[src/hdl/rsa_pkg.sv]
package rsa_pkg;

    // Operation codes
    localparam logic [1:0] OP_CLEAR = 2'd0;
    localparam logic [1:0] OP_DECL  = 2'd1;
    localparam logic [1:0] OP_MAP   = 2'd2;

    // Result status codes
    localparam logic [1:0] ST_OK     = 2'd0;
    localparam logic [1:0] ST_REDECL = 2'd1;
    localparam logic [1:0] ST_FULL   = 2'd2;

    // Input transaction payload
    typedef struct packed {
        logic [1:0]  op;
        logic        primary;
        logic [3:0]  var_no;
        logic [63:0] name_low;
        logic [31:0] name_high;
        logic [15:0] owner_code;
        logic [15:0] rel_status;
    } t_in;

    // Result transaction payload
    typedef struct packed {
        logic [3:0] slot;
        logic [4:0] mapped_var;
        logic [1:0] status;
    } t_out;

endpackage

[src/hdl/rsa_in_if.sv]
interface rsa_in_if;
    import rsa_pkg::*;

    logic valid;
    logic ready;
    t_in  data;

    modport source (output valid, output data, input ready);
    modport sink   (input valid, input data, output ready);
endinterface

[src/hdl/rsa_out_if.sv]
interface rsa_out_if;
    import rsa_pkg::*;

    logic valid;
    logic ready;
    t_out data;

    modport source (output valid, output data, input ready);
    modport sink   (input valid, input data, output ready);
endinterface

[src/hdl/range_slot_allocator_remap_top.sv]
// A transaction accepted into r_in runs its S_EXEC step, which registers the result in r_out;
//   the result can be taken from the output once r_out_valid is set.
// Transactions do not overlap: a new one is taken only back in S_IDLE, after the remap memory
//   read at accept and the read-modify-write step. A result held on the output blocks input.
// Reset (synchronous, active low): all slots free, every remap entry reads as no mapping,
//   output empty. The name/owner/status store is not cleared and holds garbage until written.
module range_slot_allocator_remap_top #(
    parameter int MAX_VAR    = 15,
    parameter int NAME_BYTES = 12
) (
    input  logic      i_clk,
    input  logic      i_rst_n,
    rsa_in_if.sink    i_in,
    rsa_out_if.source o_out
);
    import rsa_pkg::*;

    localparam int NSLOTS = MAX_VAR + 1;
    localparam int SW     = $clog2(NSLOTS);
    localparam int RW     = $clog2(NSLOTS + 1);
    localparam int NW     = 8 * NAME_BYTES;
    localparam int EW     = NW + 32;
    localparam logic [RW-1:0] FULL_MARK = RW'(NSLOTS);

    typedef enum logic [1:0] {
        S_IDLE = 2'b01,
        S_EXEC = 2'b10
    } t_state;

    t_state              r_state, n_state;
    t_in                 r_in;
    logic [NSLOTS-1:0]   r_slot_used, n_slot_used;
    logic [NSLOTS-1:0]   r_remap_wr, n_remap_wr;   // entry written since last clear
    logic                r_clr_full, n_clr_full;   // last clear was primary
    logic [RW-1:0]       r_rd;
    logic [SW-1:0]       r_tgt, n_tgt;
    t_out                r_out, n_out;
    logic                r_out_valid, n_out_valid;

    logic [RW-1:0]       remap_mem [NSLOTS];
    logic [EW-1:0]       entry_mem [NSLOTS];

    logic                w_accept;
    logic                w_inr;
    logic [SW-1:0]       w_idx;
    logic                w_set;
    logic [SW-1:0]       w_low;
    logic                w_found;
    logic                w_remap_we;
    logic                w_entry_we;
    logic [95:0]         w_name;

    assign i_in.ready  = (r_state == S_IDLE) && (!r_out_valid || o_out.ready);
    assign w_accept    = i_in.valid && i_in.ready;
    assign o_out.valid = r_out_valid;
    assign o_out.data  = r_out;
    assign w_name      = {r_in.name_high, r_in.name_low};

    // Decode of the held transaction against current table state
    always_comb begin
        w_inr = (32'(r_in.var_no) < 32'(NSLOTS));
        w_idx = SW'(r_in.var_no);
        w_set = r_remap_wr[w_idx] ? 1'b1 : r_clr_full;
        w_low   = '0;
        w_found = 1'b0;
        for (int i = NSLOTS - 1; i >= 0; i--) begin
            if (!r_slot_used[i]) begin
                w_low   = SW'(i);
                w_found = 1'b1;
            end
        end
    end

    // Read-modify-write step
    always_comb begin
        n_state     = r_state;
        n_slot_used = r_slot_used;
        n_remap_wr  = r_remap_wr;
        n_clr_full  = r_clr_full;
        n_tgt       = r_tgt;
        n_out       = r_out;
        n_out_valid = r_out_valid;
        w_remap_we  = 1'b0;
        w_entry_we  = 1'b0;

        if (r_out_valid && o_out.ready) begin
            n_out_valid = 1'b0;
        end

        case (r_state)
            S_IDLE: begin
                if (w_accept) begin
                    n_state = S_EXEC;
                end
            end
            S_EXEC: begin
                n_state     = S_IDLE;
                n_out       = '0;
                n_out_valid = 1'b1;
                case (r_in.op)
                    OP_CLEAR: begin
                        n_remap_wr = '0;
                        n_clr_full = r_in.primary;
                        if (r_in.primary) begin
                            n_slot_used = '0;
                        end
                    end
                    OP_DECL: begin
                        if (w_inr && !r_slot_used[w_idx]) begin
                            n_tgt      = w_idx;
                            w_entry_we = 1'b1;
                        end else if (w_inr && w_set) begin
                            n_out.status = ST_REDECL;
                        end else if (w_found) begin
                            n_tgt      = w_low;
                            w_entry_we = 1'b1;
                            if (w_inr) begin
                                w_remap_we        = 1'b1;
                                n_remap_wr[w_idx] = 1'b1;
                            end
                        end else begin
                            n_out.status = ST_FULL;
                        end
                        if (w_entry_we) begin
                            n_slot_used[n_tgt] = 1'b1;
                            n_out.slot         = 4'(n_tgt);
                        end
                    end
                    OP_MAP: begin
                        n_out.mapped_var = 5'(r_in.var_no);
                        if (w_inr && w_set) begin
                            n_out.mapped_var = r_remap_wr[w_idx] ? 5'(r_rd) : 5'(FULL_MARK);
                        end
                    end
                    default: begin
                    end
                endcase
            end
            default: begin
                n_state = S_IDLE;
            end
        endcase
    end

    // Control registers
    always_ff @(posedge i_clk) begin
        if (!i_rst_n) begin
            r_state     <= S_IDLE;
            r_slot_used <= '0;
            r_remap_wr  <= '0;
            r_clr_full  <= 1'b0;
            r_out_valid <= 1'b0;
        end else begin
            r_state     <= n_state;
            r_slot_used <= n_slot_used;
            r_remap_wr  <= n_remap_wr;
            r_clr_full  <= n_clr_full;
            r_out_valid <= n_out_valid;
        end
    end

    // Payload registers
    always_ff @(posedge i_clk) begin
        if (w_accept) begin
            r_in <= i_in.data;
        end
        r_tgt <= n_tgt;
        r_out <= n_out;
    end

    // Remap memory: read on accept, written in the execute cycle
    always_ff @(posedge i_clk) begin
        if (w_accept) begin
            r_rd <= remap_mem[SW'(i_in.data.var_no)];
        end
        if (w_remap_we) begin
            remap_mem[w_idx] <= RW'(w_low);
        end
    end

    // Entry store: name, owner, status of each declared slot
    always_ff @(posedge i_clk) begin
        if (w_entry_we) begin
            entry_mem[n_tgt] <= {w_name[NW-1:0], r_in.owner_code, r_in.rel_status};
        end
    end

    // Result is valid once the execute step that follows acceptance has been registered
    a_latency: assert property (@(posedge i_clk) disable iff (!i_rst_n)
        w_accept |-> ##2 r_out_valid)
        else $error("result not registered two cycles after accept");

    // A successful declare leaves its slot in use
    a_decl_used: assert property (@(posedge i_clk) disable iff (!i_rst_n)
        ($rose(r_out_valid) && r_in.op == OP_DECL && r_out.status == ST_OK)
        |-> r_slot_used[r_tgt])
        else $error("declared slot not marked used");

    // Table full only when no slot is free
    a_full: assert property (@(posedge i_clk) disable iff (!i_rst_n)
        ($rose(r_out_valid) && r_out.status == ST_FULL) |-> (&r_slot_used))
        else $error("table full reported with a free slot");

    // No new transaction while one is executing
    a_no_overlap: assert property (@(posedge i_clk) disable iff (!i_rst_n)
        w_accept |=> !w_accept)
        else $error("accept during execute cycle");

endmodule
[src/flat_wrapper.sv]
// flat-port wrapper written by rule: the top's interface ports become plain ports
module range_slot_allocator_remap_top_flat import rsa_pkg::*;
#(
    parameter int MAX_VAR    = 15,
    parameter int NAME_BYTES = 12
)
  (i_clk, i_rst_n, i_in_valid, i_in_data, i_in_ready, o_out_valid, o_out_data, o_out_ready);
  rsa_in_if i_in_i ();
  rsa_out_if o_out_i ();
  input  logic i_clk;
  input  logic i_rst_n;
  input wire logic [$bits(i_in_i.valid)-1:0] i_in_valid;
  input wire logic [$bits(i_in_i.data)-1:0] i_in_data;
  output wire logic [$bits(i_in_i.ready)-1:0] i_in_ready;
  output wire logic [$bits(o_out_i.valid)-1:0] o_out_valid;
  output wire logic [$bits(o_out_i.data)-1:0] o_out_data;
  input wire logic [$bits(o_out_i.ready)-1:0] o_out_ready;
  assign i_in_i.valid = i_in_valid;
  assign i_in_i.data = i_in_data;
  assign i_in_ready = i_in_i.ready;
  assign o_out_valid = o_out_i.valid;
  assign o_out_data = o_out_i.data;
  assign o_out_i.ready = o_out_ready;
  range_slot_allocator_remap_top #(.MAX_VAR(MAX_VAR), .NAME_BYTES(NAME_BYTES)) u_core (.i_clk(i_clk), .i_rst_n(i_rst_n), .i_in(i_in_i), .o_out(o_out_i));
endmodule
[config.mk]
export PLATFORM = sky130hd
export DESIGN_NAME = range_slot_allocator_remap_top_flat
export DESIGN_NICKNAME = d
export VERILOG_FILES = /design/src/hdl/rsa_pkg.sv /design/src/hdl/rsa_in_if.sv /design/src/hdl/rsa_out_if.sv /design/src/hdl/range_slot_allocator_remap_top.sv /design/src/flat_wrapper.sv
export SDC_FILE = /design/constraint.sdc
export NUM_CORES = 1
export LEC_CHECK = 0
export BUFFER_PORTS_ARGS = -buffer_cell sky130_fd_sc_hd__buf_2
export CAP_MARGIN = 20
export CORE_MARGIN = 4
export CORE_UTILIZATION = 52
export DETAILED_ROUTE_END_ITERATION = 6
export PLACE_DENSITY_LB_ADDON = 0.2
export SETUP_SLACK_MARGIN = 0.05
export SLEW_MARGIN = 20
export SYNTH_ARGS = -nofsm -noshare
export SYNTH_HDL_FRONTEND = slang
export SYNTH_SLANG_ARGS = --single-unit
[constraint.sdc]
create_clock -name i_clk -period 3.2 [get_ports i_clk]
set_input_delay 0.64 -clock i_clk [delete_from_list [all_inputs] [get_ports i_clk]]
set_output_delay 0.64 -clock i_clk [all_outputs]
set_load 0.005 [all_outputs]
# ---- Yosys cells after proc, flatten, opt, wreduce, memory -nomap -nowiden
# Memories as Yosys holds them, arrays and structs flattened. A register that Yosys moved wholly into a read port is not among the register bits.
# Index checks and enable logic that the tools add are counted.
dict set report classes {
  n_lt_le_gt_ge 4
  n_eq_ne 9
  muxes 69
  bitwise_logic 4
  reduce_logical 19
}
# operator n
set ops {}
lappend ops {{4-bit two-way mux} 22}
lappend ops {{16-bit two-way mux} 5}
lappend ops {{16-bit case mux with 2 select lines} 2}
lappend ops {{1-bit two-way mux} 34}
lappend ops {{16-bit bitwise OR} 2}
lappend ops {{2-bit AND reduction} 6}
lappend ops {{4-bit by 5-bit less-than comparator with 1-bit output, second input constant} 2}
lappend ops {{1-bit binary-select mux with 4-bit select} 2}
lappend ops {{1-bit demux with 4-bit select} 2}
lappend ops {{4-bit by 1-bit greater-or-equal comparator with 1-bit output, second input constant} 2}
lappend ops {{2-bit by 1-bit != test with 1-bit output, second input constant} 3}
lappend ops {{1-bit logical AND} 5}
lappend ops {{5-bit two-way mux} 1}
lappend ops {{5-bit AND reduction} 1}
lappend ops {{2-bit by 1-bit equality test with 1-bit output, second input constant} 2}
lappend ops {{2-bit equality test, second input constant} 2}
lappend ops {{2-bit != test, second input constant} 2}
lappend ops {{4-bit AND reduction} 1}
lappend ops {{2-bit nonzero test} 2}
lappend ops {{3-bit OR reduction} 1}
lappend ops {{2-bit logical NOT} 1}
lappend ops {{2-bit two-way mux} 1}
lappend ops {{1-bit inverter} 2}
lappend ops {{1-bit logical NOT} 1}
lappend ops {{1-bit logical OR} 1}
dict set report word_totals {
  regBits 63
  ramBits 64
  word_cells 121
  n_memories 1
}
# name depth width read_ports rd_ports_with_merged_regs write_ports line_no
set mem_list {}
lappend mem_list {u_core.remap_mem 16 4 1 1 1 range_slot_allocator_remap_top.sv:40} ;# logic [RW-1:0] remap_mem [NSLOTS];

# ---- Logic depth before layout (Yosys ltp)
dict set report logic_depth {
  word_depth 28
  mapped_depth 11
  mapped_depth_nobuf 8
}

# ---- Least setup slack after synthesis
# Ideal clock, no wire load.
dict set report synth_path {
  path_type {reg-to-reg}
  startpoint {register u_core.r_in (netlist bit u_core.w_idx[2])}
  endpoint {memory u_core.remap_mem[11][0] in the netlist's numbering (enable)}
  arrival_time_ns 2.500
  required_time_ns 2.839
  slack_ns 0.339
  stages_incl_launch_ff 11
  n_path_buf 3
  cell_sequence {edfxtp_1 -> buf_6 -> mux4_2 -> a22oi_2 -> and3_1 -> buf_6 -> nand2_1 -> nor2_1 -> nand2_1 -> clkbuf_1 -> nor3_1}
}
dict set report synth_between {
  elab_chain_len 9
  elab_cells_between_ends 11
}
# element line_no
set synth_lines {}
lappend synth_lines {{start: declaration} range_slot_allocator_remap_top.sv:31} ;# t_in r_in;
lappend synth_lines {{start signal: assignment} range_slot_allocator_remap_top.sv:165} ;# r_in <= i_in.data;
lappend synth_lines {{1-bit binary-select mux with 4-bit select} range_slot_allocator_remap_top.sv:63} ;# w_set = r_remap_wr[w_idx] ? 1'b1 : r_clr_full;
lappend synth_lines {{1-bit two-way mux (not written as such)} range_slot_allocator_remap_top.sv:63}
lappend synth_lines {{1-bit two-way mux} range_slot_allocator_remap_top.sv:63}
lappend synth_lines {{1-bit two-way mux} -}
lappend synth_lines {{1-bit two-way mux} range_slot_allocator_remap_top.sv:109} ;# if (w_inr && !r_slot_used[w_idx]) begin
lappend synth_lines {{1-bit two-way mux} range_slot_allocator_remap_top.sv:100} ;# case (r_in.op)
lappend synth_lines {{1-bit two-way mux} range_slot_allocator_remap_top.sv:90} ;# case (r_state)
lappend synth_lines {{1-bit two-way mux} range_slot_allocator_remap_top.sv:176} ;# if (w_remap_we) begin
lappend synth_lines {{1-bit two-way mux (not written as such)} range_slot_allocator_remap_top.sv:177} ;# remap_mem[w_idx] <= RW'(w_low);
lappend synth_lines {{end: declaration} range_slot_allocator_remap_top.sv:40}
# Parallel ways exist; a longest one is shown, timed or not. The select of a mux whose other input is x is not followed.

# ---- Worst setup path after layout
dict set report layout_path {
  startpoint {register u_core.r_in (netlist bit u_core.w_idx[3])}
  endpoint {register u_core.r_remap_wr[6]}
}
dict set report layout_between {
  elab_chain_len 9
  elab_cells_between_ends 18
}
# element line_no
set layout_lines {}
lappend layout_lines {{4-bit by 5-bit less-than comparator with 1-bit output (not written as such) / 4-bit by 1-bit greater-or-equal comparator with 1-bit output (equally long branches)} range_slot_allocator_remap_top.sv:119} ;# n_remap_wr[w_idx] = 1'b1;
lappend layout_lines {{1-bit logical AND (not written as such)} range_slot_allocator_remap_top.sv:119}
lappend layout_lines {{1-bit two-way mux (not written as such)} range_slot_allocator_remap_top.sv:119}
lappend layout_lines {{1-bit demux with 4-bit select} -}
lappend layout_lines {{16-bit bitwise OR (no line)} -}
lappend layout_lines {{16-bit two-way mux} range_slot_allocator_remap_top.sv:114} ;# end else if (w_found) begin
lappend layout_lines {{16-bit two-way mux} range_slot_allocator_remap_top.sv:112} ;# end else if (w_inr && w_set) begin
lappend layout_lines {{16-bit two-way mux} range_slot_allocator_remap_top.sv:109}
lappend layout_lines {{16-bit case mux with 2 select lines} range_slot_allocator_remap_top.sv:100}
lappend layout_lines {{end signal: assignment} range_slot_allocator_remap_top.sv:156} ;# r_remap_wr <= n_remap_wr;
lappend layout_lines {{end: declaration} range_slot_allocator_remap_top.sv:33} ;# logic [NSLOTS-1:0] r_remap_wr, n_remap_wr;
# Parallel ways exist; a longest one is shown, timed or not. The select of a mux whose other input is x is not followed.
# A chain may end at the register's enable or synchronous reset.

==> flow_summary.toml <==
[setup_path]
worst-path-stages = 7
critPathSlowestCell = "edfxtp_1"
reg2reg_from = "u_core.w_idx[3]"
r2r_cells = 7
cp_top_family = "simple AND/OR/NAND/NOR gates"
setup.worst_path.end = "u_core.r_remap_wr[6]"
worstPathCellList = "mux4_2 -> o22ai_1 -> nor3_2 -> a31oi_1 -> nor3_1 -> a21oi_1 -> nor2_1"
r2r_end = "u_core.r_remap_wr[6]"
end_kind = "flop"
critical_path.startpoint = "u_core.w_idx[3]"
crit_arrival_ps = 3370
r2r_slack_ps = 280
crit_path_max_incr_delay_ps = 670
startpoint_type = "flop"
crit_fanout = 10
worst-path-buf-inv = 0
required_ps = 3650
crit_type = "reg2reg"

[min_path]
hp-class = "in2reg"

[clocking]
tritoncts = "yes"
cts_buffers = 17
clockBufferDepth = 2
clock_sinks = 126
path_clk_slew_ps = 50
holdBufCountCts = 0
cts_root_buf = "clkbuf_8"
clock_latency_ps = 520
htreeDepth = 4

[timing]
rsz0062_at_grt = "no"
clock.fmax_mhz = 343
fin_crit_ps = 2920
finalSetupTns_ps = 0
hold_viol = 0
setup_viol = 0
tightestPinTransition_ps = 859
slew_violations = 0
post-route-period-util_pct = 91.2
slew_headroom_pct = 42.7
clock_skew_ps = 10.8

[drt]
num_vias = 3529
finalWirelength_mm = 11.3
dr.pass1.iters = 5
drc = 0
first_iter_violations = 391
detail_route.wl_per_cell_um = 19.3
vias_per_cell = 6.03
drtAntennaViolNets = 0

[grt]
first_global_vias = 3538
grt_pass1_wl_mm = 18.6
track_usage_pct = 19.5
antenna_found_initial = 0
overflow = 0
grt_start_max_net_pins = 19

[pwr]
p_leak_uw = 0.00220
worst_ir_drop_vdd_mv = 0.388
powerDensity_mw_per_mm2 = 556

[floorplan]
start_util_pct = 53.1
core_sq_mm = 0.0103
num_io_pins = 152
die_width_um = 110
die_area_sq_mm = 0.0122
num_rows = 37
die_h_um = 110

[placed_design]
postPlaceCellArea_sq_mm = 0.00587
io_buffers = 23
hpwl_mm = 7.72
dp_cells = 551
routabilityCongestion = 0.831

[finish]
final_cell_mix = "90 x edfxtp_1, 36 x dfxtp_1, 33 x nor2_1, 31 x mux4_2, 31 x buf_4"
final_common_cell = "edfxtp_1"
fin_cells = 585
syn_to_final_growth_pct = 17.4
fillerInstances = 757
insertedDiodeCount = 0
final_net_count = 576
drive_above_1_share_pct = 28.3
postLayoutCellArea_sq_mm = 0.00640

[synth]
ys.flop_type = "edfxtp_1"
ys_types = 53
synthCells = 380
ys_seq_elements = 126
synth_edf_count = 90
synth.avg_cell_area_sq_um = 14.4
syn_area_sq_mm = 0.00546
synth-seq-area-share_pct = 62.8
async_flop_share_pct = 0
ys_warn_count = 0
syn_nets = 519

[run_status]
status = "finished, final reports clean"

[run]
max_cap_viol_count = 0
cells by family after synthesis:
family / after synthesis / share of synthesized area, %
and+or+nand+nor: 127 / 12.1
AOI/OAI and AO/OA: 66 / 9.29
DFF: 126 / 62.8
buffers and inverters: 27 / 2.25
muxes: 34 / 13.6
timing repair:
action                                  4_1_cts  5_1_grt
buffers inserted                              0        3
gates resized for setup                       0        2
endpoints found under the setup margin        0       57
endpoints found under the hold margin         0        0
per-layer routing:
layer / part of all wire, % / global-route usage [%] / routed length, um
met5: 0 / 0 / 0
met3: 5.7 / 5.86 / 639
met2: 48 / 30.9 / 5470
met1: 45 / 26.3 / 5060
met4: 1.2 / 5.83 / 135
cell usage after synthesis (2+ instances only):
master / n / area share (%)
and2_1: 3 / 0.34
edfxtp_1: 90 / 50
nand2b_1: 7 / 0.80
a31o_2: 2 / 0.32
o21ai_0: 3 / 0.28
nor2b_1: 5 / 0.57
or2_2: 2 / 0.23
nand4_1: 4 / 0.46
inv_1: 9 / 0.62
nor3b_1: 3 / 0.41
nor3_2: 2 / 0.37
buf_1: 4 / 0.28
buf_6: 2 / 0.41
dfxtp_1: 36 / 13
nor2_1: 33 / 2.3
mux2i_1: 2 / 0.37
a31oi_1: 4 / 0.46
a21oi_1: 22 / 2.0
nor3_1: 20 / 1.8
o2111ai_1: 3 / 0.48
nand2_1: 29 / 2.0
and4_1: 2 / 0.32
and3_1: 4 / 0.46
buf_2: 2 / 0.18
clkbuf_1: 7 / 0.48
a32o_1: 14 / 2.6
o31ai_1: 4 / 0.55
inv_2: 2 / 0.14
nand3_1: 2 / 0.18
nor4_1: 5 / 0.57
mux4_2: 31 / 13
state kept, by name, indices dropped and copies added (netlist names):
name and cells:
u_core.remap_mem 64, u_core.w_idx 4, u_core.r_tgt 4, u_core.o_out.data 11
u_core.o_out.valid 1, u_core.r_state 2, u_core.r_in 3, u_core.r_clr_full 1
u_core.r_rd 4, u_core.r_slot_used 16, u_core.r_remap_wr 16
per-stage QoR:
stage                     utilization, %  power [uW]  setup slack, ps  hold slack (ps)
final                               62.3        3560              282              294
after global routing                62.3        3700             80.0              279
after CTS                           62.0        3590              103              277
after detailed placement            57.1        1960              128              461
after global placement              57.1        1950              136              442
after floorplan                        -        1910              339              429
power by group:
group	switching (uW)	leakage, uW	internal (uW)
combinational	105	0.000816	59.4
sequential	16.1	0.00114	1750
clock	629	0.000249	1010
worst min path at each step:
stage                            endpoint                   from  cells after the start
finish                   u_core.r_in[133]         i_in_data[133]                      1
global route             u_core.r_in[133]         i_in_data[133]                      1
CTS                      u_core.r_in[133]         i_in_data[133]                      1
detailed placement  u_core.r_remap_wr[10]  u_core.r_remap_wr[10]                      2
global placement     u_core.r_remap_wr[0]   u_core.r_remap_wr[0]                      2
floorplan            u_core.r_remap_wr[8]   u_core.r_remap_wr[8]                      2
layout make-up:
class | count | area [sq um] | share of cell area (%)
sequential | 126 | 3420 | 53.5
multi-input combinational | 227 | 1920 | 30.0
clock buffer | 21 | 429 | 6.70
timing repair buffer | 54 | 348 | 5.43
tap | 136 | 170 | 2.66
clock inverter | 10 | 73.8 | 1.15
inverter | 11 | 41.3 | 0.645
(Power assumes the default switching activity.)
